--- config.mk ---
export PLATFORM = sky130hd
export DESIGN_NAME = sorted_table_insert_search_core_flat
export DESIGN_NICKNAME = d
export VERILOG_FILES = /design/src/hdl/stsi_pkg.sv /design/src/hdl/stsi_chan_if.sv /design/src/hdl/stsi_cell.sv /design/src/hdl/stsi_enc.sv /design/src/hdl/sorted_table_insert_search_core.sv /design/src/flat_wrapper.sv
export SDC_FILE = /design/constraint.sdc
export NUM_CORES = 2
export LEC_CHECK = 0
export BUFFER_PORTS_ARGS = -buffer_cell sky130_fd_sc_hd__buf_4
export CAP_MARGIN = 40
export CORE_MARGIN = 4
export CORE_UTILIZATION = 54
export CTS_CLUSTER_DIAMETER = 120
export CTS_CLUSTER_SIZE = 16
export DETAILED_ROUTE_END_ITERATION = 6
export GPL_ROUTABILITY_DRIVEN = 0
export GPL_TIMING_DRIVEN = 0
export PLACE_DENSITY = 0.69
export SYNTH_ARGS = -nofsm -noshare
export SYNTH_HDL_FRONTEND = slang
export SYNTH_HIERARCHICAL = 1
export SYNTH_SLANG_ARGS = --single-unit
--- constraint.sdc ---
create_clock -name clk -period 33.2 [get_ports clk]
set_input_delay 3.32 -clock clk [delete_from_list [all_inputs] [get_ports clk]]
set_output_delay 3.32 -clock clk [all_outputs]
set_load 0.005 [all_outputs]
--- src/hdl/stsi_pkg.sv ---
`default_nettype none
package stsi_pkg;

	localparam int VAL_W  = 10;
	localparam int IDX_W  = 7;
	localparam int USED_W = 8;

	typedef enum logic {
		CMD_INSERT = 1'b0,
		CMD_SEARCH = 1'b1
	} cmd_t;

	typedef struct packed {
		logic             command;
		logic [VAL_W-1:0] value;
	} req_item_t;

	typedef struct packed {
		logic              found;
		logic [IDX_W-1:0]  index;
		logic              status;
		logic [USED_W-1:0] entries_used;
	} rsp_item_t;

	// handed from one cell to the next
	typedef struct packed {
		logic [VAL_W-1:0] entry;
		logic             le;     // filled and entry <= key
		logic             lt;     // filled and entry <  key
	} link_t;

	// broadcast control to every cell
	typedef struct packed {
		logic shift;
		logic eval;
		logic search;
	} cell_ctrl_t;

	// registered per-cell result
	typedef struct packed {
		logic edge_hit;   // first cell past the key boundary
		logic eq;         // filled and entry == key
	} cell_flags_t;

endpackage
`default_nettype wire

--- src/hdl/stsi_chan_if.sv ---
`default_nettype none
interface stsi_chan_if #(parameter type item_t = logic);
	logic  valid;
	logic  ready;
	item_t data;

	modport source (output valid, output data, input ready);
	modport sink   (input valid, input data, output ready);
endinterface
`default_nettype wire

--- src/hdl/stsi_cell.sv ---
`default_nettype none
module stsi_cell
	import stsi_pkg::*;
#(
	parameter int POS   = 0,
	parameter int CNT_W = 8
) (
	input  wire logic             clk,
	input  wire cell_ctrl_t       ctrl,
	input  wire logic [VAL_W-1:0] key,
	input  wire logic [CNT_W-1:0] fill,
	input  wire link_t            prev,
	output link_t                 next,
	output cell_flags_t           flags
);

	logic [VAL_W-1:0] entry_q;
	cell_flags_t      flags_q;
	logic             filled;

	assign filled     = CNT_W'(POS) < fill;
	assign next.entry = entry_q;
	assign next.le    = filled && (entry_q <= key);
	assign next.lt    = filled && (entry_q < key);
	assign flags      = flags_q;

	always_ff @(posedge clk) begin
		// keep if not above key, take key at the boundary, else take the left neighbor
		if (ctrl.shift && !next.le) begin
			entry_q <= prev.le ? key : prev.entry;
		end
		if (ctrl.eval) begin
			flags_q.edge_hit <= ctrl.search ? (!next.lt && prev.lt) : (!next.le && prev.le);
			flags_q.eq       <= filled && (entry_q == key);
		end
	end

endmodule
`default_nettype wire

--- src/hdl/stsi_enc.sv ---
`default_nettype none
module stsi_enc
	import stsi_pkg::*;
#(
	parameter int DEPTH = 128
) (
	input  wire cell_flags_t      flags [DEPTH],
	output logic                  found,
	output logic [IDX_W-1:0]      index
);

	// at most one cell marks the boundary
	always_comb begin
		found = 1'b0;
		index = '0;
		for (int i = 0; i < DEPTH; i++) begin
			if (flags[i].edge_hit) begin
				index = index | IDX_W'(i);
				found = found | flags[i].eq;
			end
		end
	end

endmodule
`default_nettype wire

--- src/hdl/sorted_table_insert_search_core.sv ---
`default_nettype none
// Sorted table with in-order insert and search.
//
// Channels: req (sink) carries command and value; rsp (source) carries found,
// index, status and entries_used. Both transfer on valid && ready.
// Every req transfer yields exactly one rsp transfer, in order.
//
// The table is a chain of TABLE_DEPTH cells. Each cell compares its entry with
// the broadcast key and hands its entry and compare result to its right
// neighbor, so an insert shifts all larger entries up together.
//
// Steps: an item is accepted, the cells compare and shift, and the index is
// encoded into the output register by an OR tree over all cells. One item is
// in flight: a new item is accepted only after the last leaves the encode step.
// The result register parts the two sides: a new item is accepted while an
// earlier result still waits; if the receiver stalls, the finished item waits
// in the encode step until the output register frees up.
//
// Reset: fill count is cleared, rsp.valid drops, req.ready rises. Table
// contents are not cleared; only filled entries are ever looked at.
// An insert into a full table leaves it unchanged and returns status 1.
module sorted_table_insert_search_core
	import stsi_pkg::*;
#(
	parameter int TABLE_DEPTH = 128
) (
	input wire logic clk,
	input wire logic arst_n,
	stsi_chan_if.sink   req,
	stsi_chan_if.source rsp
);

	localparam int CNT_W = $clog2(TABLE_DEPTH + 1);

	typedef enum logic [1:0] {
		S_IDLE,
		S_OP,
		S_ENC
	} state_t;

	state_t           st_q;
	logic [CNT_W-1:0] fill_q;
	logic             rsp_valid_q;
	rsp_item_t        rsp_data_q;

	logic             cmd_s1;
	logic [VAL_W-1:0] key_s1;
	logic             full_s2;

	logic             full;
	cell_ctrl_t       ctrl;
	link_t            links [TABLE_DEPTH+1];
	cell_flags_t      flags [TABLE_DEPTH];
	logic [TABLE_DEPTH-1:0] edge_vec;
	logic             enc_found;
	logic [IDX_W-1:0] enc_index;

	assign full        = fill_q == CNT_W'(TABLE_DEPTH);
	assign req.ready   = st_q == S_IDLE;
	assign rsp.valid   = rsp_valid_q;
	assign rsp.data    = rsp_data_q;

	assign ctrl.eval   = st_q == S_OP;
	assign ctrl.search = cmd_s1 == CMD_SEARCH;
	assign ctrl.shift  = (st_q == S_OP) && (cmd_s1 == CMD_INSERT) && !full;

	// virtual cell left of the first: always "not above key"
	assign links[0] = '{entry: '0, le: 1'b1, lt: 1'b1};

	for (genvar g = 0; g < TABLE_DEPTH; g++) begin : g_cell
		stsi_cell #(
			.POS   (g),
			.CNT_W (CNT_W)
		) u_cell (
			.clk   (clk),
			.ctrl  (ctrl),
			.key   (key_s1),
			.fill  (fill_q),
			.prev  (links[g]),
			.next  (links[g+1]),
			.flags (flags[g])
		);
		assign edge_vec[g] = flags[g].edge_hit;
	end

	stsi_enc #(
		.DEPTH (TABLE_DEPTH)
	) u_enc (
		.flags (flags),
		.found (enc_found),
		.index (enc_index)
	);

	// item payload
	always_ff @(posedge clk) begin
		if (req.valid && req.ready) begin
			cmd_s1 <= req.data.command;
			key_s1 <= req.data.value;
		end
		if (st_q == S_OP) begin
			full_s2 <= full;
		end
	end

	always_ff @(posedge clk or negedge arst_n) begin
		if (!arst_n) begin
			st_q        <= S_IDLE;
			fill_q      <= '0;
			rsp_valid_q <= 1'b0;
			rsp_data_q  <= '0;
		end else begin
			// the encode step reloads the output register itself
			if (rsp_valid_q && rsp.ready && st_q != S_ENC) begin
				rsp_valid_q <= 1'b0;
			end
			unique case (st_q)
				S_IDLE: begin
					if (req.valid) begin
						st_q <= S_OP;
					end
				end
				S_OP: begin
					if (ctrl.shift) begin
						fill_q <= fill_q + CNT_W'(1);
					end
					st_q <= S_ENC;
				end
				S_ENC: begin
					if (!rsp_valid_q || rsp.ready) begin
						rsp_valid_q             <= 1'b1;
						rsp_data_q.entries_used <= USED_W'(fill_q);
						if (cmd_s1 == CMD_SEARCH) begin
							rsp_data_q.found  <= enc_found;
							rsp_data_q.index  <= enc_found ? enc_index : '0;
							rsp_data_q.status <= 1'b0;
						end else begin
							rsp_data_q.found  <= 1'b0;
							rsp_data_q.index  <= full_s2 ? '0 : enc_index;
							rsp_data_q.status <= full_s2;
						end
						st_q <= S_IDLE;
					end
				end
				default: st_q <= S_IDLE;
			endcase
		end
	end

	// fill count stays within the table
	a_fill_range: assert property (@(posedge clk) disable iff (!arst_n)
		fill_q <= CNT_W'(TABLE_DEPTH))
		else $error("fill count above table depth");

	// fill count only moves on a non-full insert
	a_fill_step: assert property (@(posedge clk) disable iff (!arst_n)
		!$stable(fill_q) |-> $past(ctrl.shift) && (fill_q == $past(fill_q) + CNT_W'(1)))
		else $error("fill count changed outside an insert");

	// an accepted item is evaluated in the next cycle
	a_accept_op: assert property (@(posedge clk) disable iff (!arst_n)
		req.valid && req.ready |=> st_q == S_OP)
		else $error("accepted item not evaluated");

	// the key boundary marks at most one cell
	a_edge_one: assert property (@(posedge clk) disable iff (!arst_n)
		st_q == S_ENC |-> $onehot0(edge_vec))
		else $error("more than one boundary cell");

	// a non-full insert always finds its slot
	a_ins_slot: assert property (@(posedge clk) disable iff (!arst_n)
		st_q == S_ENC && cmd_s1 == CMD_INSERT && !full_s2 |-> $onehot(edge_vec))
		else $error("insert without a boundary cell");

endmodule
`default_nettype wire

--- src/flat_wrapper.sv ---
// flat-port wrapper written by rule: the top's interface ports become plain ports
module sorted_table_insert_search_core_flat import stsi_pkg::*;
#(
	parameter int TABLE_DEPTH = 128
)
  (clk, arst_n, req_valid, req_data, req_ready, rsp_valid, rsp_data, rsp_ready);
  stsi_chan_if #(.item_t(req_item_t)) req_i ();
  stsi_chan_if #(.item_t(rsp_item_t)) rsp_i ();
  input wire logic clk;
  input wire logic arst_n;
  input wire logic [$bits(req_i.valid)-1:0] req_valid;
  input wire logic [$bits(req_i.data)-1:0] req_data;
  output wire logic [$bits(req_i.ready)-1:0] req_ready;
  output wire logic [$bits(rsp_i.valid)-1:0] rsp_valid;
  output wire logic [$bits(rsp_i.data)-1:0] rsp_data;
  input wire logic [$bits(rsp_i.ready)-1:0] rsp_ready;
  assign req_i.valid = req_valid;
  assign req_i.data = req_data;
  assign req_ready = req_i.ready;
  assign rsp_valid = rsp_i.valid;
  assign rsp_data = rsp_i.data;
  assign rsp_i.ready = rsp_ready;
  sorted_table_insert_search_core #(.TABLE_DEPTH(TABLE_DEPTH)) u_core (.clk(clk), .arst_n(arst_n), .req(req_i), .rsp(rsp_i));
endmodule
* Word level (Yosys, flattened, before mapping)
Cells that the tools add are included.
** Storage, ports and cells
- Bits in registers :: 1576
- Latch bits :: 0
- Memory bits (writable) :: 0
- Bits in read-only memories :: 0
- Bits of input ports :: 15
- Output and inout bits :: 19
- Logic and storage cells :: 2604
- Memories kept :: 0
** Cells by class
- $add $sub $neg :: 1
- $mul :: 0
- Div/mod/pow operators :: 0
- Order comparisons :: 384
- Equal/unequal tests :: 135
- Shifts and indexed selects :: 0
- Muxes and demuxes :: 528
- Bitwise operators :: 128
- Reductions and logical operators :: 1034
** Operators by type and width (number)
- $eq 10x10->1 :: 128
- $le 10x10->1 :: 128
- $lt 10x10->1 :: 128
- $mux 10 :: 127
- $logic_and 1x1->1 :: 771
- $lt 7x8->1 const A :: 64
- $mux 7 :: 66
- $mux 1 :: 261
- $logic_not 1->1 :: 258
- $lt 6x8->1 const A :: 32
- $mux 6 :: 32
- $lt 5x8->1 const A :: 16
- $or 1x1->1 :: 127
- $mux 5 :: 16
- $lt 4x8->1 const A :: 8
- $mux 17 :: 2
- $lt 3x8->1 const A :: 4
- $mux 4 :: 8
- $mux 9 :: 3
- $lt 1x8->1 const A :: 2
- $lt 2x8->1 const A :: 2
- $mux 8 :: 2
- $mux 2 :: 6
- $mux 3 :: 4
- other kinds (11) :: 15

* Depth between registers and ports, before layout
- Depth after elaboration :: 261
- Depth in mapped cells :: 9
- Depth with buffers taken out :: 9

* Least setup slack after synthesis
No wires, ideal clock.
- Path type :: reg2reg
- Start point :: reg u_core.st_q[1]
- End point :: reg u_core.st_q[1]
- Library setup time :: 153 ps
- Arrival time :: 12641 ps
- Required time :: 33047 ps
- Slack :: 20406 ps
- Stages on the path, launching flop included :: 3
- Path buffers :: 0
- Clock period less this slack :: 12794 ps
- Cells stage by stage :: dfrtp_1 -> nor2b_1 -> o21bai_1
** RTL lines
- from (decl) :: line sorted_table_insert_search_core.sv:41 : state_t st_q;
- from (signal assigned) :: line sorted_table_insert_search_core.sv:107 : st_q <= S_IDLE;
- from (signal assigned) :: line sorted_table_insert_search_core.sv:119 : st_q <= S_OP;
- from (signal assigned) :: line sorted_table_insert_search_core.sv:126 : st_q <= S_ENC;

* Worst setup path after layout
- Start point :: reg u_core.st_q[1]
- End point :: out req_ready
** On the way
- Longest elaborated chain between the ends :: 1
** RTL lines
- $logic_not 2->1 :: line sorted_table_insert_search_core.sv:59 : assign req.ready = st_q == S_IDLE;
- to (decl) :: line flat_wrapper.sv:13 : output wire logic [$bits(req_i.ready)-1:0] req_ready;
Every way passes these cells.

==> results by group <==
Timing
  – Worst-Margin Slew: about 1.2 ns
  – Min Clock Period, post-route: about 5 ns
  – # setup viols final: 0
  – Final Slew Violations: 0
  – Unrepaired setup endpoints after global routing: no
  – Period utilization: 0.147
  – Hold Fails Final Rpt: 0
  – Setup TNS: 0 ns
  – Worst Hold Slack: approximately 0.5 ns
  – Fmax achieved: between 200 and 250 MHz
  – Final worst slack: around 28 ns
  – Skew final: approximately 0.035 ns
  – Relative slew slack: 0.215

Drt
  – Drt wl/cell: approximately 24 um
  – Pre-antenna DRT Iters: 7
  – Vias per cell: 6.18
  – Via Count: approximately 76000
  – DRC viols: 9
  – Antenna viol nets, final: 0
  – DRT iter0 DRCs: between 6000 and 7000
  – Routed WL: 298000 um

GRT
  – Total grt overflow: 0
  – Vias in the first global route: around 79000
  – GRT Util Overall: 0.279
  – Initial antenna violation count: 10
  – Largest net degree at the start of global routing: 46
  – First-pass GRT wire length: about 460000 um

Floorplan
  – Die Wd: about 460 um
  – Initial core utilization: 0.542
  – Core Rows: roughly 160
  – # IOs: 34
  – Core area: ~200000 sq um
  – Die height: 456 um
  – DIE AREA: 208000 sq um

Critical path
  – Critical path startpoint: u_core/st_q[1]
  – Critical path peak fanout: 5
  – Worst Path Required: ~30 ns
  – Setup crit start kind: flip-flop
  – Critical path type: flip-flop to primary output
  – Critical R2R Launch: u_core/key_s1[5]
  – Crit. End Element: primary output
  – Worst EP arrival: roughly 1.6 ns

Yosys
  – Syn Std Cell Area: 108000 sq um
  – Post-Syn Instances: 9172
  – Synthesis Warnings: 6
  – Post-Syn Area per Cell: ~12 sq um

Power
  – PD cells: between 40 and 50 nW/um^2
  – Maximum vdd drop: between 0.04 and 0.05 mV
  – Pleak: about 46 nW

Run
  – Maxcap violations: 0

Final layout
  – Fill cells: 15600
  – Most frequent cells in the layout: edfxtp_1 (1548), inv_1 (1475), ha_1 (1282), mux2_2 (1241), a21oi_1 (512)
  – Layout cell share with drive strength beyond 1: 0.244
  – Nets: roughly 11000
  – Commonest non-fill, non-tap cell in the layout: edfxtp_1
  – Synthesis-to-layout area growth: 10.8%
  – Post-route insts no fill: roughly 12000
  – Layout Utilization: 0.601

Clock tree
  – # clock sinks: 1576
  – Setup repair bufs after CTS: 0
  – CTS resizes: 0
  – Clock-pin slew on the worst setup and hold paths: 0.07 ns
  – H-tree Lvls: 3
  – Clock Latency Late Sink: approximately 0.8 ns
  – CTS tree: built
  – Quantity of hold-fixing buffers added after cts: 0
  – Clk buf depth: 3
  – Root Buffer: clkbuf_16
  – CTS buffer count: between 100 and 150

Status
  – Status: finished with violations
  – Failing checks: design-rule violations

Hold path
  – Min-delay worst type: flip-flop to flip-flop
  – HP Start: u_core/rsp.data[7]

Place
  – # port buffers: 33
  – Dpl hpwl: about 230000 um
  – Place WS: approximately 29 ns
  – DP Cell Count: 12100
-- sequential cells by signal (all words and copies together) (netlist names) --
signal                        flops
u_core/g_cell.u_cell/entry_q   1280
u_core/g_cell.u_cell/flags      256
u_core/rsp.data                  17
u_core/key_s1                    10
u_core/fill_q                     8
u_core/st_q                       2
u_core/cmd_s1                     1
u_core/full_s2                    1
u_core/rsp.valid                  1
-- cell type report --
cell class,count,area [sq um],share of cell area
Antenna cell,5,12.5,0.000104
Buffer,130,654,0.00545
Clock buffer,145,2880,0.0240
Clock inverter,6,60.1,0.000500
Inverter,1494,5610,0.0467
Multi-Input combinational cell,5983,54900,0.457
Sequential cell,1576,47200,0.393
Tap cell,2656,3320,0.0277
Timing Repair Buffer,308,5360,0.0447
-- path summary, 6_finish.rpt --
check | to | slack, ns | cells after the start
min reg2reg | u_core/rsp.data[7] | 0.51 | 1
max in group asynchronous | u_core/fill_q[7] | 30.30 | 1
min | u_core/rsp.data[7] | 0.51 | 1
max | req_ready | 28.33 | 2
min in group asynchronous | u_core/rsp.data[8] | 2.50 | 1
max reg2reg | u_core/g_cell[103].u_cell/entry_q[3] | 28.63 | 14
-- routing by layer --
| metal | vias up | GRT usage | routed length [um] |
|---|---|---|---|
| li1 | 35000 | - | - |
| met1 | 37600 | 0.341 | 119000 |
| met2 | 2513 | 0.472 | 142000 |
| met3 | 867 | 0.0526 | 19900 |
| met4 | 4 | 0.138 | 16800 |
| met5 | - | 0 | 32 |
-- through the flow --
step	area, sq um	total power [W]
floorplan	108000	0.00360
global placement	112000	0.00424
detailed placement	117000	0.00423
CTS	120000	0.00552
global route	120000	0.00578
finish	120000	0.00553
-- report_power, final --
part / internal (W) / switching, W / total [W]
sequential: 0.00240 / 0.000200 / 0.00260
combinational: 0.000654 / 0.000987 / 0.00164
clock: 0.000601 / 0.000688 / 0.00129
total: 0.00365 / 0.00187 / 0.00553
-- worst max-delay path: stages, from the launching register on --
cell and delay [ns]:
dfrtp_1 0.45, nor2_1 0.17, buf_4 0.14
Note: power is estimated with default switching activity, not from simulation.
